**config.mk**
```make
export PLATFORM = sky130hd
export DESIGN_NAME = gbm_fifo
export DESIGN_NICKNAME = d
export VERILOG_FILES = /design/src/sv/gbm_pkg.sv /design/src/sv/gbm_fifo.sv
export SDC_FILE = /design/constraint.sdc
export NUM_CORES = 1
export LEC_CHECK = 0
export ABC_AREA = 0
export BUFFER_PORTS_ARGS = -buffer_cell sky130_fd_sc_hd__buf_2
export CAP_MARGIN = 20
export CORE_ASPECT_RATIO = 0.75
export CORE_UTILIZATION = 31
export DETAILED_ROUTE_END_ITERATION = 16
export SYNTH_ARGS = -nofsm -noshare
export SYNTH_HDL_FRONTEND = slang
export SYNTH_SLANG_ARGS = --single-unit
export TNS_END_PERCENT = 5
```
**constraint.sdc**
```tcl
create_clock -name clock -period 9.78 [get_ports clock]
set_input_delay 0.978 -clock clock [delete_from_list [all_inputs] [get_ports clock]]
set_output_delay 0.978 -clock clock [all_outputs]
set_load 0.005 [all_outputs]
```
**src/sv/gbm_pkg.sv**
```systemverilog
package gbm_pkg;

   localparam int COORD_W   = 48;
   localparam int VALUE_W   = 32;
   localparam int SUM_W     = 48;
   localparam int HITS_W    = 16;
   localparam int IDX_W     = 8;
   localparam int GRID_W    = 9;
   localparam int LIM_W     = 13;
   localparam int ADDR_W    = 24;
   localparam int CSR_IDX_W = 3;
   localparam int NUM_W     = 51;
   localparam int DSR_W     = 49;

   // register indexes
   localparam logic [CSR_IDX_W-1:0] CSR_ORIGIN_X     = 3'd0;
   localparam logic [CSR_IDX_W-1:0] CSR_ORIGIN_Y     = 3'd1;
   localparam logic [CSR_IDX_W-1:0] CSR_PIXEL_WIDTH  = 3'd2;
   localparam logic [CSR_IDX_W-1:0] CSR_PIXEL_HEIGHT = 3'd3;
   localparam logic [CSR_IDX_W-1:0] CSR_GRID_WIDTH   = 3'd4;
   localparam logic [CSR_IDX_W-1:0] CSR_GRID_HEIGHT  = 3'd5;

   // item functions
   localparam logic FUNC_ADD  = 1'b0;
   localparam logic FUNC_READ = 1'b1;

   localparam logic [COORD_W-1:0] PIXEL_WIDTH_RST  = 48'h0000_0100_0000;
   localparam logic [COORD_W-1:0] PIXEL_HEIGHT_RST = 48'hFFFF_FF00_0000;
   localparam logic [GRID_W-1:0]  GRID_RST         = 9'd256;
   localparam logic [HITS_W-1:0]  HITS_FULL        = 16'hFFFF;
   localparam logic [SUM_W-1:0]   SUM_MAX          = 48'h7FFF_FFFF_FFFF;
   localparam logic [SUM_W-1:0]   SUM_MIN          = 48'h8000_0000_0000;
   localparam logic [VALUE_W-1:0] MEAN_MAX         = 32'h7FFF_FFFF;
   localparam logic [VALUE_W-1:0] MEAN_MIN         = 32'h8000_0000;

   typedef struct packed {
      logic [COORD_W-1:0] origin_x;
      logic [COORD_W-1:0] origin_y;
      logic [COORD_W-1:0] pixel_width;
      logic [COORD_W-1:0] pixel_height;
      logic [LIM_W-1:0]   cols_lim;
      logic [LIM_W-1:0]   rows_lim;
   } cfg_type;

   typedef struct packed {
      logic               func;
      logic               in_grid;
      logic [ADDR_W-1:0]  addr;
      logic [IDX_W-1:0]   row;
      logic [IDX_W-1:0]   col;
      logic [VALUE_W-1:0] value;
      logic [COORD_W-1:0] corner_x;
      logic [COORD_W-1:0] corner_y;
   } job_type;

   function automatic logic [NUM_W-1:0] sext_num(input logic [COORD_W-1:0] v);
      return {{(NUM_W-COORD_W){v[COORD_W-1]}}, v};
   endfunction

endpackage

```
**src/sv/gbm_fifo.sv**
```systemverilog
module gbm_fifo import gbm_pkg::*; (
   input  logic    clock,
   input  logic    reset,
   input  logic    in_valid,
   output logic    in_ready,
   input  job_type in_job,
   output logic    out_valid,
   input  logic    out_ready,
   output job_type out_job
);

   job_type    slot_ff [2];
   logic       wr_ptr_ff, rd_ptr_ff;
   logic [1:0] cnt_ff;
   logic       push, pop;

   assign in_ready  = (cnt_ff != 2'd2);
   assign out_valid = (cnt_ff != 2'd0);
   assign out_job   = slot_ff[rd_ptr_ff];
   assign push      = in_valid && in_ready;
   assign pop       = out_valid && out_ready;

   // two-entry queue between front and back
   always_ff @(posedge clock) begin
      if (reset) begin
         wr_ptr_ff <= 1'b0;
         rd_ptr_ff <= 1'b0;
         cnt_ff    <= 2'd0;
      end else begin
         if (push) begin
            wr_ptr_ff <= ~wr_ptr_ff;
         end
         if (pop) begin
            rd_ptr_ff <= ~rd_ptr_ff;
         end
         cnt_ff <= cnt_ff + 2'(push) - 2'(pop);
      end
      if (push) begin
         slot_ff[wr_ptr_ff] <= in_job;
      end
   end

endmodule

```
==> results.yml <==
global_route:
  grt.overflow.total: 0
  grt_max_degree: 68
  grt_pass1_vias: 6560
  antenna_found_initial: 7
  grt_pass1_wl_um: 38300
  grt_usage_pct: 11.9
sta:
  slew-limit-headroom_pct: 29.5
  worstMarginPinSlew_ns: 1.06
  slew_viol_final: 0
  setup_ws_ns: 5.70
  fin_skew_ns: 0.0169
  setup_viol: 0
  fin_hold_ws_ns: 0.524
  hold_violations: 0
  fin_crit_sh_pct: 41.7
  fin_crit_ns: 4.08
  timing.setup.tns_ns: 0
  fmax_mhz: 245
  grt_setup_unrepaired: "no"
critical_path:
  crit_type: "flop to output pin"
  crit_arrival_ns: 3.10
  crit_path_start_kind: "flop"
  crit_path_end_kind: "output pin"
  r2r_cells: 5
  reg2reg_from: "cnt_ff[0]$_SDFF_PP0_"
  crit_fanout: 64
  worstPathRequired_ns: 8.80
finish:
  drive_above_1_share_pct: 61.2
  nNetsFinal: 1102
  layout-area-overhead-vs-synth_pct: 27.9
  final_cell_mix: "buf_2, edfxtp_1, mux2_4, mux2_2, clkbuf_16"
  fin_area_sq_um: 16500
  layout_commonest_cell: "buf_2"
floorplan:
  start_util_pct: 31.5
  rows: 64
  die_w_um: 238
  die_y_um: 179
  io-pin-count: 346
  core-area_sq_um: 40900
  fp.dieArea_sq_um: 42400
placed_design:
  portBuffers: 345
  hpwl_um: 17400
  dp_worst_setup_slack_ns: 6.11
  place.gp.congestion: 0.710
  place_area_sq_um: 15200
detailed_routing:
  routedWlPerCell_um: 17.3
  via_per_inst: 4.26
  antenna_left: 0
  dr.pass1.iters: 4
  drc: 0
  vias: 6451
  drt_iter0_drc: 308
  routed_wl_um: 26200
hold_path:
  min_from: "rd_ptr_ff$_SDFFE_PP0P_"
  min_path_cells: 2
  hp-class: "flop to flop"
yosys:
  syn_nets: 729
  ys_seq_elements: 345
  yosysWarnings: 0
  yosysSeqAreaShare_pct: 79.9
  syn_inst: 553
  ys_types: 17
  syn_area_sq_um: 12900
  syn_area_per_cell_sq_um: 23.3
power:
  irDropWorstVdd_mv: 0.206
  leakagePower_uw: 0.00627
  fin_total_pwr_uw: 4290
  p_per_area_nw_per_um2: 260
clock_network:
  post-cts-setup-buffers: 0
  numCtsBuffers: 36
  cts.sinks: 345
  insertion_delay_ns: 0.51
  max-clock-path-buffers: 3
  cts_tree: "built"
  cts_resized: 0
  cts_root_buf: "clkbuf_16"
  ctsHoldBuffers: 0
  ctsHtreeMaxLevel: 2
  clkTransAtPathRegs_ns: 0.06
flow_run:
  drv_cap: 0
status:
  outcome: "complete, no violations"
-- per-layer routing --
metal	track usage, %	wire (um)	share of wire [%]
met5	0	41	0.16
met4	4.01	510	1.9
met3	5.14	2340	8.9
met2	18.9	12200	47
met1	14.6	11100	42
-- cell usage after synthesis --
cell,count,area (sq um)
edfxtp_1,340,10200
nand2b_1,1,6.26
xor2_1,1,8.76
nor2b_1,2,12.5
dfxtp_1,5,100
xnor2_1,2,17.5
mux2_4,100,1500
o21a_1,1,7.51
and3_1,1,6.26
nor2_1,5,18.8
inv_1,1,3.75
nand2_1,1,3.75
or2_2,1,6.26
buf_6,12,135
mux2_2,71,800
buf_2,7,35.0
ha_1,2,25.0
-- layout make-up --
type / count / area [sq um]
antenna: 4 / 10.0
multi-input combinational: 188 / 2430
clock buffer: 43 / 948
fill: 3729 / 24400
clock inverter: 20 / 299
timing repair buffer: 354 / 1790
tap: 561 / 702
sequential: 345 / 10300
inverter: 1 / 3.75
-- worst paths after layout --
kind / endpoint / slack (ns)
worst max-delay path: out_job[65] / 5.70
worst min-delay path: rd_ptr_ff$_SDFFE_PP0P_ / 0.52
worst max register to register: slot_ff[0][83]$_DFFE_PP_ / 6.77
worst min register to register: rd_ptr_ff$_SDFFE_PP0P_ / 0.52
-- power by group --
group          total (uW)  leakage, uW  internal (uW)  switching [uW]
sequential           1900      0.00322           1860            45.0
combinational         938      0.00244            487             450
clock                1440     0.000614            902             542
-- critical path, cell delays in order, from the launching register on --
cell and delay, ns:
dfxtp_4 0.35, buf_4 0.75, buf_4 0.87, mux2_2 0.41, buf_2 0.12
-- stage by stage --
step                      utilization [%]  cells
after floorplan                         -    553
after global placement               37.2   1449
after detailed placement             37.2   1449
after CTS                            40.3   1512
after global routing                 40.3   1513
final                                40.3   1516
-- registers in the layout, indices dropped and copies added, names as in the netlist, named ones only --
name and count:
slot_ff 340, cnt_ff 2, rd_ptr_ff 1, wr_ptr_ff 1
-- logic make-up after synthesis --
kind of cell,after synthesis,share of synthesized area [%]
XOR/XNOR,3,0.204
AO/OA/AOI/OAI,1,0.0582
flip-flops,345,79.9
AND/OR/NAND/NOR,11,0.417
adder cells (fa/ha/maj),2,0.194
buffers and inverters,20,1.35
multiplexers,171,17.8
Power figures use the tool's default switching activity.
