===== src/sv/gbm_pkg.sv =====
package gbm_pkg;

   localparam int COORD_W   = 48;
   localparam int VALUE_W   = 32;
   localparam int SUM_W     = 48;
   localparam int HITS_W    = 16;
   localparam int IDX_W     = 8;
   localparam int GRID_W    = 9;
   localparam int LIM_W     = 13;
   localparam int ADDR_W    = 24;
   localparam int CSR_IDX_W = 3;
   localparam int NUM_W     = 51;
   localparam int DSR_W     = 49;

   // register indexes
   localparam logic [CSR_IDX_W-1:0] CSR_ORIGIN_X     = 3'd0;
   localparam logic [CSR_IDX_W-1:0] CSR_ORIGIN_Y     = 3'd1;
   localparam logic [CSR_IDX_W-1:0] CSR_PIXEL_WIDTH  = 3'd2;
   localparam logic [CSR_IDX_W-1:0] CSR_PIXEL_HEIGHT = 3'd3;
   localparam logic [CSR_IDX_W-1:0] CSR_GRID_WIDTH   = 3'd4;
   localparam logic [CSR_IDX_W-1:0] CSR_GRID_HEIGHT  = 3'd5;

   // item functions
   localparam logic FUNC_ADD  = 1'b0;
   localparam logic FUNC_READ = 1'b1;

   localparam logic [COORD_W-1:0] PIXEL_WIDTH_RST  = 48'h0000_0100_0000;
   localparam logic [COORD_W-1:0] PIXEL_HEIGHT_RST = 48'hFFFF_FF00_0000;
   localparam logic [GRID_W-1:0]  GRID_RST         = 9'd256;
   localparam logic [HITS_W-1:0]  HITS_FULL        = 16'hFFFF;
   localparam logic [SUM_W-1:0]   SUM_MAX          = 48'h7FFF_FFFF_FFFF;
   localparam logic [SUM_W-1:0]   SUM_MIN          = 48'h8000_0000_0000;
   localparam logic [VALUE_W-1:0] MEAN_MAX         = 32'h7FFF_FFFF;
   localparam logic [VALUE_W-1:0] MEAN_MIN         = 32'h8000_0000;

   typedef struct packed {
      logic [COORD_W-1:0] origin_x;
      logic [COORD_W-1:0] origin_y;
      logic [COORD_W-1:0] pixel_width;
      logic [COORD_W-1:0] pixel_height;
      logic [LIM_W-1:0]   cols_lim;
      logic [LIM_W-1:0]   rows_lim;
   } cfg_type;

   typedef struct packed {
      logic               func;
      logic               in_grid;
      logic [ADDR_W-1:0]  addr;
      logic [IDX_W-1:0]   row;
      logic [IDX_W-1:0]   col;
      logic [VALUE_W-1:0] value;
      logic [COORD_W-1:0] corner_x;
      logic [COORD_W-1:0] corner_y;
   } job_type;

   function automatic logic [NUM_W-1:0] sext_num(input logic [COORD_W-1:0] v);
      return {{(NUM_W-COORD_W){v[COORD_W-1]}}, v};
   endfunction

endpackage


===== src/sv/gbm_div.sv =====
module gbm_div import gbm_pkg::*; #(
   parameter int DVD_W = 48,
   parameter int DIV_W = 16,
   parameter int QUO_W = 48
) (
   input  logic             clock,
   input  logic             reset,
   input  logic             start,
   input  logic [DVD_W-1:0] dividend,
   input  logic [DIV_W-1:0] divisor,
   output logic             busy,
   output logic [QUO_W-1:0] quotient
);

   localparam int CNT_W = $clog2(QUO_W + 1);

   logic [DIV_W-1:0] rem_ff, rem_in;
   logic [QUO_W-1:0] shf_ff, shf_in;
   logic [DIV_W-1:0] dsr_ff, dsr_in;
   logic [CNT_W-1:0] cnt_ff, cnt_in;
   logic [DIV_W:0]   trial;
   logic [DIV_W:0]   diff;
   logic             take;

   // one restoring step per cycle, dividend bits shift out as quotient bits shift in
   always_comb begin
      trial  = {rem_ff, shf_ff[QUO_W-1]};
      diff   = trial - {1'b0, dsr_ff};
      take   = (trial >= {1'b0, dsr_ff});
      rem_in = rem_ff;
      shf_in = shf_ff;
      dsr_in = dsr_ff;
      cnt_in = cnt_ff;
      if (start) begin
         rem_in = DIV_W'(dividend >> QUO_W);
         shf_in = dividend[QUO_W-1:0];
         dsr_in = divisor;
         cnt_in = CNT_W'(QUO_W);
      end else if (cnt_ff != '0) begin
         rem_in = take ? diff[DIV_W-1:0] : trial[DIV_W-1:0];
         shf_in = QUO_W'({shf_ff, take});
         cnt_in = cnt_ff - 1'b1;
      end
   end

   always_ff @(posedge clock) begin
      if (reset) begin
         cnt_ff <= '0;
      end else begin
         cnt_ff <= cnt_in;
      end
      rem_ff <= rem_in;
      shf_ff <= shf_in;
      dsr_ff <= dsr_in;
   end

   assign busy     = (cnt_ff != '0);
   assign quotient = shf_ff;

endmodule


===== src/sv/gbm_front.sv =====
module gbm_front import gbm_pkg::*; #(
   parameter int MAX_COLS = 256,
   parameter int MAX_ROWS = 256
) (
   input  logic               clock,
   input  logic               reset,
   input  cfg_type            cfg,
   input  logic               req_valid,
   output logic               req_ready,
   input  logic               req_func,
   input  logic [COORD_W-1:0] req_x_coord,
   input  logic [COORD_W-1:0] req_y_coord,
   input  logic [VALUE_W-1:0] req_sample_value,
   input  logic [IDX_W-1:0]   req_read_row,
   input  logic [IDX_W-1:0]   req_read_col,
   output logic               job_valid,
   input  logic               job_ready,
   output job_type            job
);

   localparam int QW_C = $clog2(MAX_COLS + 1);
   localparam int QW_R = $clog2(MAX_ROWS + 1);
   localparam int QW_M = (QW_C > QW_R) ? QW_C : QW_R;
   localparam int QW   = (QW_M > 2) ? QW_M : 2;

   typedef enum logic [4:0] {
      F_IDLE  = 5'b00001,
      F_LOAD  = 5'b00010,
      F_CHECK = 5'b00100,
      F_DIV   = 5'b01000,
      F_PUSH  = 5'b10000
   } fstate_type;

   fstate_type         state_ff, state_in;
   logic               func_ff;
   logic [COORD_W-1:0] x_ff, y_ff;
   logic [VALUE_W-1:0] val_ff;
   logic [IDX_W-1:0]   rrow_ff, rcol_ff;
   logic [NUM_W-1:0]   num_x_ff, num_y_ff;
   logic [COORD_W-1:0] prod_x_ff, prod_y_ff;
   logic               rej_x_ff, rej_y_ff, neg_x_ff, neg_y_ff;

   logic [NUM_W-1:0]   mag_x, mag_y;
   logic [DSR_W-1:0]   d2_x, d2_y, dsr_x, dsr_y;
   logic               div_start, busy_x, busy_y;
   logic [QW-1:0]      q_x, q_y;
   logic [55:0]        mul_x, mul_y;
   logic               in_x, in_y;

   gbm_div #(.DVD_W(NUM_W), .DIV_W(DSR_W), .QUO_W(QW)) u_div_x (
      .clock(clock), .reset(reset), .start(div_start), .dividend(mag_x),
      .divisor(dsr_x), .busy(busy_x), .quotient(q_x)
   );

   gbm_div #(.DVD_W(NUM_W), .DIV_W(DSR_W), .QUO_W(QW)) u_div_y (
      .clock(clock), .reset(reset), .start(div_start), .dividend(mag_y),
      .divisor(dsr_y), .busy(busy_y), .quotient(q_y)
   );

   // magnitudes of numerator and doubled pixel size, and pixel size times read index
   always_comb begin
      mag_x = num_x_ff[NUM_W-1] ? (~num_x_ff + 1'b1) : num_x_ff;
      mag_y = num_y_ff[NUM_W-1] ? (~num_y_ff + 1'b1) : num_y_ff;
      d2_x  = {cfg.pixel_width, 1'b0};
      d2_y  = {cfg.pixel_height, 1'b0};
      dsr_x = d2_x[DSR_W-1] ? (~d2_x + 1'b1) : d2_x;
      dsr_y = d2_y[DSR_W-1] ? (~d2_y + 1'b1) : d2_y;
      mul_x = 56'(cfg.pixel_width) * 56'(rcol_ff);
      mul_y = 56'(cfg.pixel_height) * 56'(rrow_ff);
   end

   // index lands in the grid: non-negative and below the columns or rows in use
   always_comb begin
      in_x = !rej_x_ff && !(neg_x_ff && (q_x != '0)) && (64'(q_x) < 64'(cfg.cols_lim));
      in_y = !rej_y_ff && !(neg_y_ff && (q_y != '0)) && (64'(q_y) < 64'(cfg.rows_lim));
   end

   // sequencer
   always_comb begin
      state_in  = state_ff;
      req_ready = (state_ff == F_IDLE);
      div_start = 1'b0;
      job_valid = (state_ff == F_PUSH);
      case (state_ff)
         F_IDLE: begin
            if (req_valid) begin
               state_in = F_LOAD;
            end
         end
         F_LOAD: begin
            state_in = (func_ff == FUNC_READ) ? F_PUSH : F_CHECK;
         end
         F_CHECK: begin
            div_start = 1'b1;
            state_in  = F_DIV;
         end
         F_DIV: begin
            if (!busy_x && !busy_y) begin
               state_in = F_PUSH;
            end
         end
         F_PUSH: begin
            if (job_ready) begin
               state_in = F_IDLE;
            end
         end
         default: state_in = F_IDLE;
      endcase
   end

   always_ff @(posedge clock) begin
      if (reset) begin
         state_ff <= F_IDLE;
      end else begin
         state_ff <= state_in;
      end
      if (req_valid && req_ready) begin
         func_ff <= req_func;
         x_ff    <= req_x_coord;
         y_ff    <= req_y_coord;
         val_ff  <= req_sample_value;
         rrow_ff <= req_read_row;
         rcol_ff <= req_read_col;
      end
      if (state_ff == F_LOAD) begin
         num_x_ff  <= ((sext_num(x_ff) - sext_num(cfg.origin_x)) << 1)
                      + sext_num(cfg.pixel_width);
         num_y_ff  <= ((sext_num(y_ff) - sext_num(cfg.origin_y)) << 1)
                      + sext_num(cfg.pixel_height);
         prod_x_ff <= mul_x[COORD_W-1:0];
         prod_y_ff <= mul_y[COORD_W-1:0];
      end
      if (state_ff == F_CHECK) begin
         rej_x_ff <= (cfg.pixel_width == '0) || (64'(mag_x) >= (64'(dsr_x) << QW));
         rej_y_ff <= (cfg.pixel_height == '0) || (64'(mag_y) >= (64'(dsr_y) << QW));
         neg_x_ff <= num_x_ff[NUM_W-1] ^ cfg.pixel_width[COORD_W-1];
         neg_y_ff <= num_y_ff[NUM_W-1] ^ cfg.pixel_height[COORD_W-1];
      end
   end

   // job towards the back end
   always_comb begin
      job          = '0;
      job.func     = func_ff;
      job.value    = val_ff;
      if (func_ff == FUNC_READ) begin
         job.row      = rrow_ff;
         job.col      = rcol_ff;
         job.corner_x = cfg.origin_x + prod_x_ff;
         job.corner_y = cfg.origin_y + prod_y_ff;
         job.in_grid  = (64'(rrow_ff) < 64'(cfg.rows_lim))
                        && (64'(rcol_ff) < 64'(cfg.cols_lim));
         job.addr     = ADDR_W'(32'(rrow_ff) * MAX_COLS + 32'(rcol_ff));
      end else begin
         job.in_grid = in_x && in_y;
         if (in_x && in_y) begin
            job.row  = IDX_W'(q_y);
            job.col  = IDX_W'(q_x);
            job.addr = ADDR_W'(32'(q_y) * MAX_COLS + 32'(q_x));
         end
      end
   end

endmodule


===== config.mk =====
export PLATFORM = sky130hd
export DESIGN_NAME = gbm_front
export DESIGN_NICKNAME = d
export VERILOG_FILES = /design/src/sv/gbm_pkg.sv /design/src/sv/gbm_div.sv /design/src/sv/gbm_front.sv
export SDC_FILE = /design/constraint.sdc
export NUM_CORES = 2
export LEC_CHECK = 0
export BUFFER_PORTS_ARGS = -buffer_cell sky130_fd_sc_hd__buf_2
export CORE_ASPECT_RATIO = 1.25
export CORE_MARGIN = 5
export CORE_UTILIZATION = 30
export CTS_BUF_LIST = sky130_fd_sc_hd__clkbuf_8
export CTS_CLUSTER_DIAMETER = 60
export CTS_CLUSTER_SIZE = 24
export DETAILED_ROUTE_END_ITERATION = 10
export GPL_ROUTABILITY_DRIVEN = 0
export PLACE_DENSITY = 0.47
export REMOVE_ABC_BUFFERS = 1
export SKIP_CTS_REPAIR_TIMING = 1
export SYNTH_ARGS = -nofsm -noshare
export SYNTH_HDL_FRONTEND = slang
export SYNTH_SLANG_ARGS = --single-unit

===== constraint.sdc =====
create_clock -name clock -period 26.8 [get_ports clock]
set_input_delay 1.34 -clock clock [delete_from_list [all_inputs] [get_ports clock]]
set_output_delay 1.34 -clock clock [all_outputs]
set_load 0.02 [all_outputs]

==> flow_metrics.tcl <==
set metrics [dict create \
    synth-compound-area-share_pct 17.4 \
    cts_buffer_depth 3 \
    synth_cells 7723 \
    arrival_ns 6.69 \
    cp-start-kind "input pin" \
    ys_ff_latch 572 \
    crit_top_cell "buf_2" \
    min_path_cells 2 \
    synth_xor_area_share_pct 8.17 \
    synth-main-ff-cell "edfxtp_1" \
    die_w_um 438 \
    tns_ns 0 \
    synth_top_cell_area_share_pct 23.8 \
    worstReg2RegEnd "prod_x_ff[46]$_DFFE_PN_" \
    synth_top_area_cell "edfxtp_1" \
    skew_ns 0.0618 \
    grt_pass1_wl_mm 361 \
    grt_pass1_vias 59600 \
    root_buffer "clkbuf_8" \
    synthArstFlopShare_pct 0 \
    critPathTopFamily "compound AO/OA/AOI/OAI gates" \
    max-vdd-ir-drop_v 0.0000614 \
    remaining_drc_errors 0 \
    die_h_um 545 \
    cts-buffers-inserted 90 \
    num_rows 196 \
    holdWs_ns 0.488 \
    cap_violations 0 \
    leakagePower_nw 33.7 \
    place_hpwl_mm 190 \
    rsz0062_at_grt "false" \
    hold_start "u_div_x.rem_ff[46]$_SDFFE_PP0P_" \
    synth_edf_count 545 \
    htreeDepth 3 \
    vias_per_cell 5.11 \
    synth_simple_gate_area_share_pct 16.5 \
    critPathBufInv 2 \
    first_iter_violations 3435 \
    end_kind "primary output" \
    r2r_cells 21 \
    status "completed" \
    required_ns 25.46 \
    yosysWarningCount 0 \
    syn2layout_area_growth_pct 11.1 \
    cp_max_fo 4 \
    route.vias.total 56900 \
    crit_slowest_cell "a2111oi_0" \
    min_period_over_period_pct 30.0 \
    hold_viol_final 0 \
    path_class "in -> out" \
    routedWlPerCell_um 21.5 \
    netlist_area_um2 68600 \
    muxShareOfSynthArea_pct 0.268 \
    synth_top_family_by_area "adder cells" \
    synthAdderAreaFrac_pct 26.2 \
    avgSynthCellArea_um2 8.89 \
    ys_types 87 \
    fin_nets 9550 \
    drv_slew 0 \
    worst_pin_slew_ns 1.38 \
    pwr_density_cell_nw_per_um2 107 \
    path_clk_slew_ns 0.09 \
    grt_max_degree 140 \
    layout_common_cells "inv_1 (885), ha_1 (619), a21oi_1 (618)" \
    port_buffers 532 \
    cp_cell_sequence "buf_2, ha_1, a211o_1, a2111oi_0, o32ai_1, o2111ai_1, a31oi_1, a221oi_1, o21ai_0, a31o_2, a221o_1, a21oi_1, mux2_2, buf_2" \
    antenna_found_initial 66 \
    worstSkewPairLatency_ns 0.87 \
    max_stage_delay_ns 0.89 \
    pin_count 539 \
    drive_gt1_share_pct 9.67 \
    totalWireLength_mm 239 \
    synth_seq_area_share_pct 24.6 \
    setup_viol 0 \
    start_util_pct 30.1 \
    hold-path-endpoint "u_div_x.rem_ff[46]$_SDFFE_PP0P_" \
    mostFrequentLayoutCell "inv_1" \
    die_area_um2 238000 \
    maxSlewHeadroom_pct 7.36 \
    clock.fmax_mhz 124 \
    min_path_type "reg -> reg" \
    regToRegSetupSlack_ns 19.39 \
    grt-ovfl-total 0 \
    period_minus_slack_ns 8.03 \
    grt_usage_pct 19.6 \
    synth.area.top_cells "edfxtp_1 (24%), fa_1 (15%), ha_1 (11%), xnor2_1 (5.6%), and2_1 (5.0%)" \
    regToRegStartpoint "rcol_ff[2]$_DFFE_PP_" \
    cts_num_sinks 572 \
    dr.pass1.iters 5 \
    antenna_left 0 \
    core_area_um2 228000 \
    cts_tree "yes" \
]
cell type report:
type	instances	area [µm²]
Fill cell	23800	152000
Multi-Input combinational cell	5929	47100
Clock buffer	91	1250
Inverter	883	3320
Timing Repair Buffer	578	3020
Clock inverter	78	840
Antenna cell	32	80.1
Tap cell	2970	3720
Sequential cell	572	16900
synth_stat cells (all sizes together) (33+ instances only):
| master | count |
|---|---|
| a211oi | 51 |
| o21ai | 405 |
| a21o | 274 |
| nand2 | 581 |
| ha | 619 |
| a31oi | 47 |
| or3 | 35 |
| o21a | 76 |
| nand2b | 85 |
| and2 | 551 |
| nand4 | 70 |
| fa | 510 |
| clkbuf | 314 |
| and3 | 45 |
| o211ai | 33 |
| xnor2 | 435 |
| nor2b | 87 |
| a21oi | 618 |
| inv | 881 |
| xor2 | 205 |
| nor2 | 476 |
| o21bai | 69 |
| o31ai | 74 |
| nand3 | 105 |
| edfxtp | 545 |
| nor3 | 83 |
state kept, by name, indices dropped and copies added, names as in the netlist, 5 cells and up:
register / flops
u_div_y.rem_ff: 49
prod_x_ff: 48
num_y_ff: 51
state_ff: 5
u_div_x.quotient: 9
u_div_x.dsr_ff: 48
val_ff: 32
y_ff: 48
rrow_ff: 8
rcol_ff: 8
x_ff: 48
prod_y_ff: 48
u_div_y.dsr_ff: 48
u_div_y.quotient: 9
num_x_ff: 51
u_div_x.rem_ff: 49
tightest hold or removal path: cells and delay by family, from the launching register on:
| family | cells | cell delay (ns) |
|---|---|---|
| AOI/OAI and AO/OA | 1 | 0.05 |
| DFF | 1 | 0.34 |
| and+or+nand+nor | 1 | 0.06 |
power by group:
group / internal [mW] / leakage [nW] / switching (mW)
sequential: 1.44 / 5.29 / 0.116
combinational: 2.20 / 27.4 / 3.51
clock: 0.413 / 1.06 / 0.492
total: 4.05 / 33.7 / 4.12
through the flow:
| step | cell area, µm² | power, mW | std cells | setup slack, ns | utilization, % |
|---|---|---|---|---|---|
| 2_1_floorplan | 67300 | 5.55 | 7384 | 10.61 | - |
| 3_3_place_gp | 74100 | 7.22 | 10900 | 18.57 | 32.5 |
| 3_5_place_dp | 74100 | 7.20 | 10900 | 18.55 | 32.5 |
| 4_1_cts | 76200 | 8.22 | 11100 | 18.62 | 33.4 |
| 5_1_grt | 76200 | 8.91 | 11100 | 18.57 | 33.5 |
| 6_report | 76300 | 8.16 | 11100 | 18.77 | 33.5 |
how the worst max path moves through the flow:
| stage | endpoint | slack [ns] | startpoint | cells after the start |
|---|---|---|---|---|
| 2_1_floorplan | num_x_ff[0]$_DFFE_PN_ | 10.61 | state_ff[0]$_SDFFE_PP1P_ | 2 |
| 3_3_place_gp | prod_x_ff[46]$_DFFE_PN_ | 18.57 | cfg[79] | 21 |
| 3_5_place_dp | prod_x_ff[46]$_DFFE_PN_ | 18.55 | cfg[80] | 20 |
| 4_1_cts | job[95] | 18.62 | cfg[171] | 14 |
| 5_1_grt | job[95] | 18.57 | cfg[171] | 14 |
| 6_report | job[95] | 18.77 | cfg[171] | 14 |
cell families after synthesis:
family | count (synthesis)
AOI/OAI and AO/OA | 1900
xor gates and xnor gates | 640
adders and majority gates | 1129
buffers and inverters | 1227
DFF | 572
muxes | 18
other | 1
and+or+nand+nor | 2236
per-layer routing:
layer  vias to the layer above  GRT usage [%]  share of wire (%)
li1                      27200              -                  -
met5                         -              0               0.11
met3                       400           2.90                4.7
met1                     27900           23.4                 41
met4                        42           7.58                4.2
met2                      1351           35.5                 50
No activity file was read; power rests on OpenSTA's default activity.
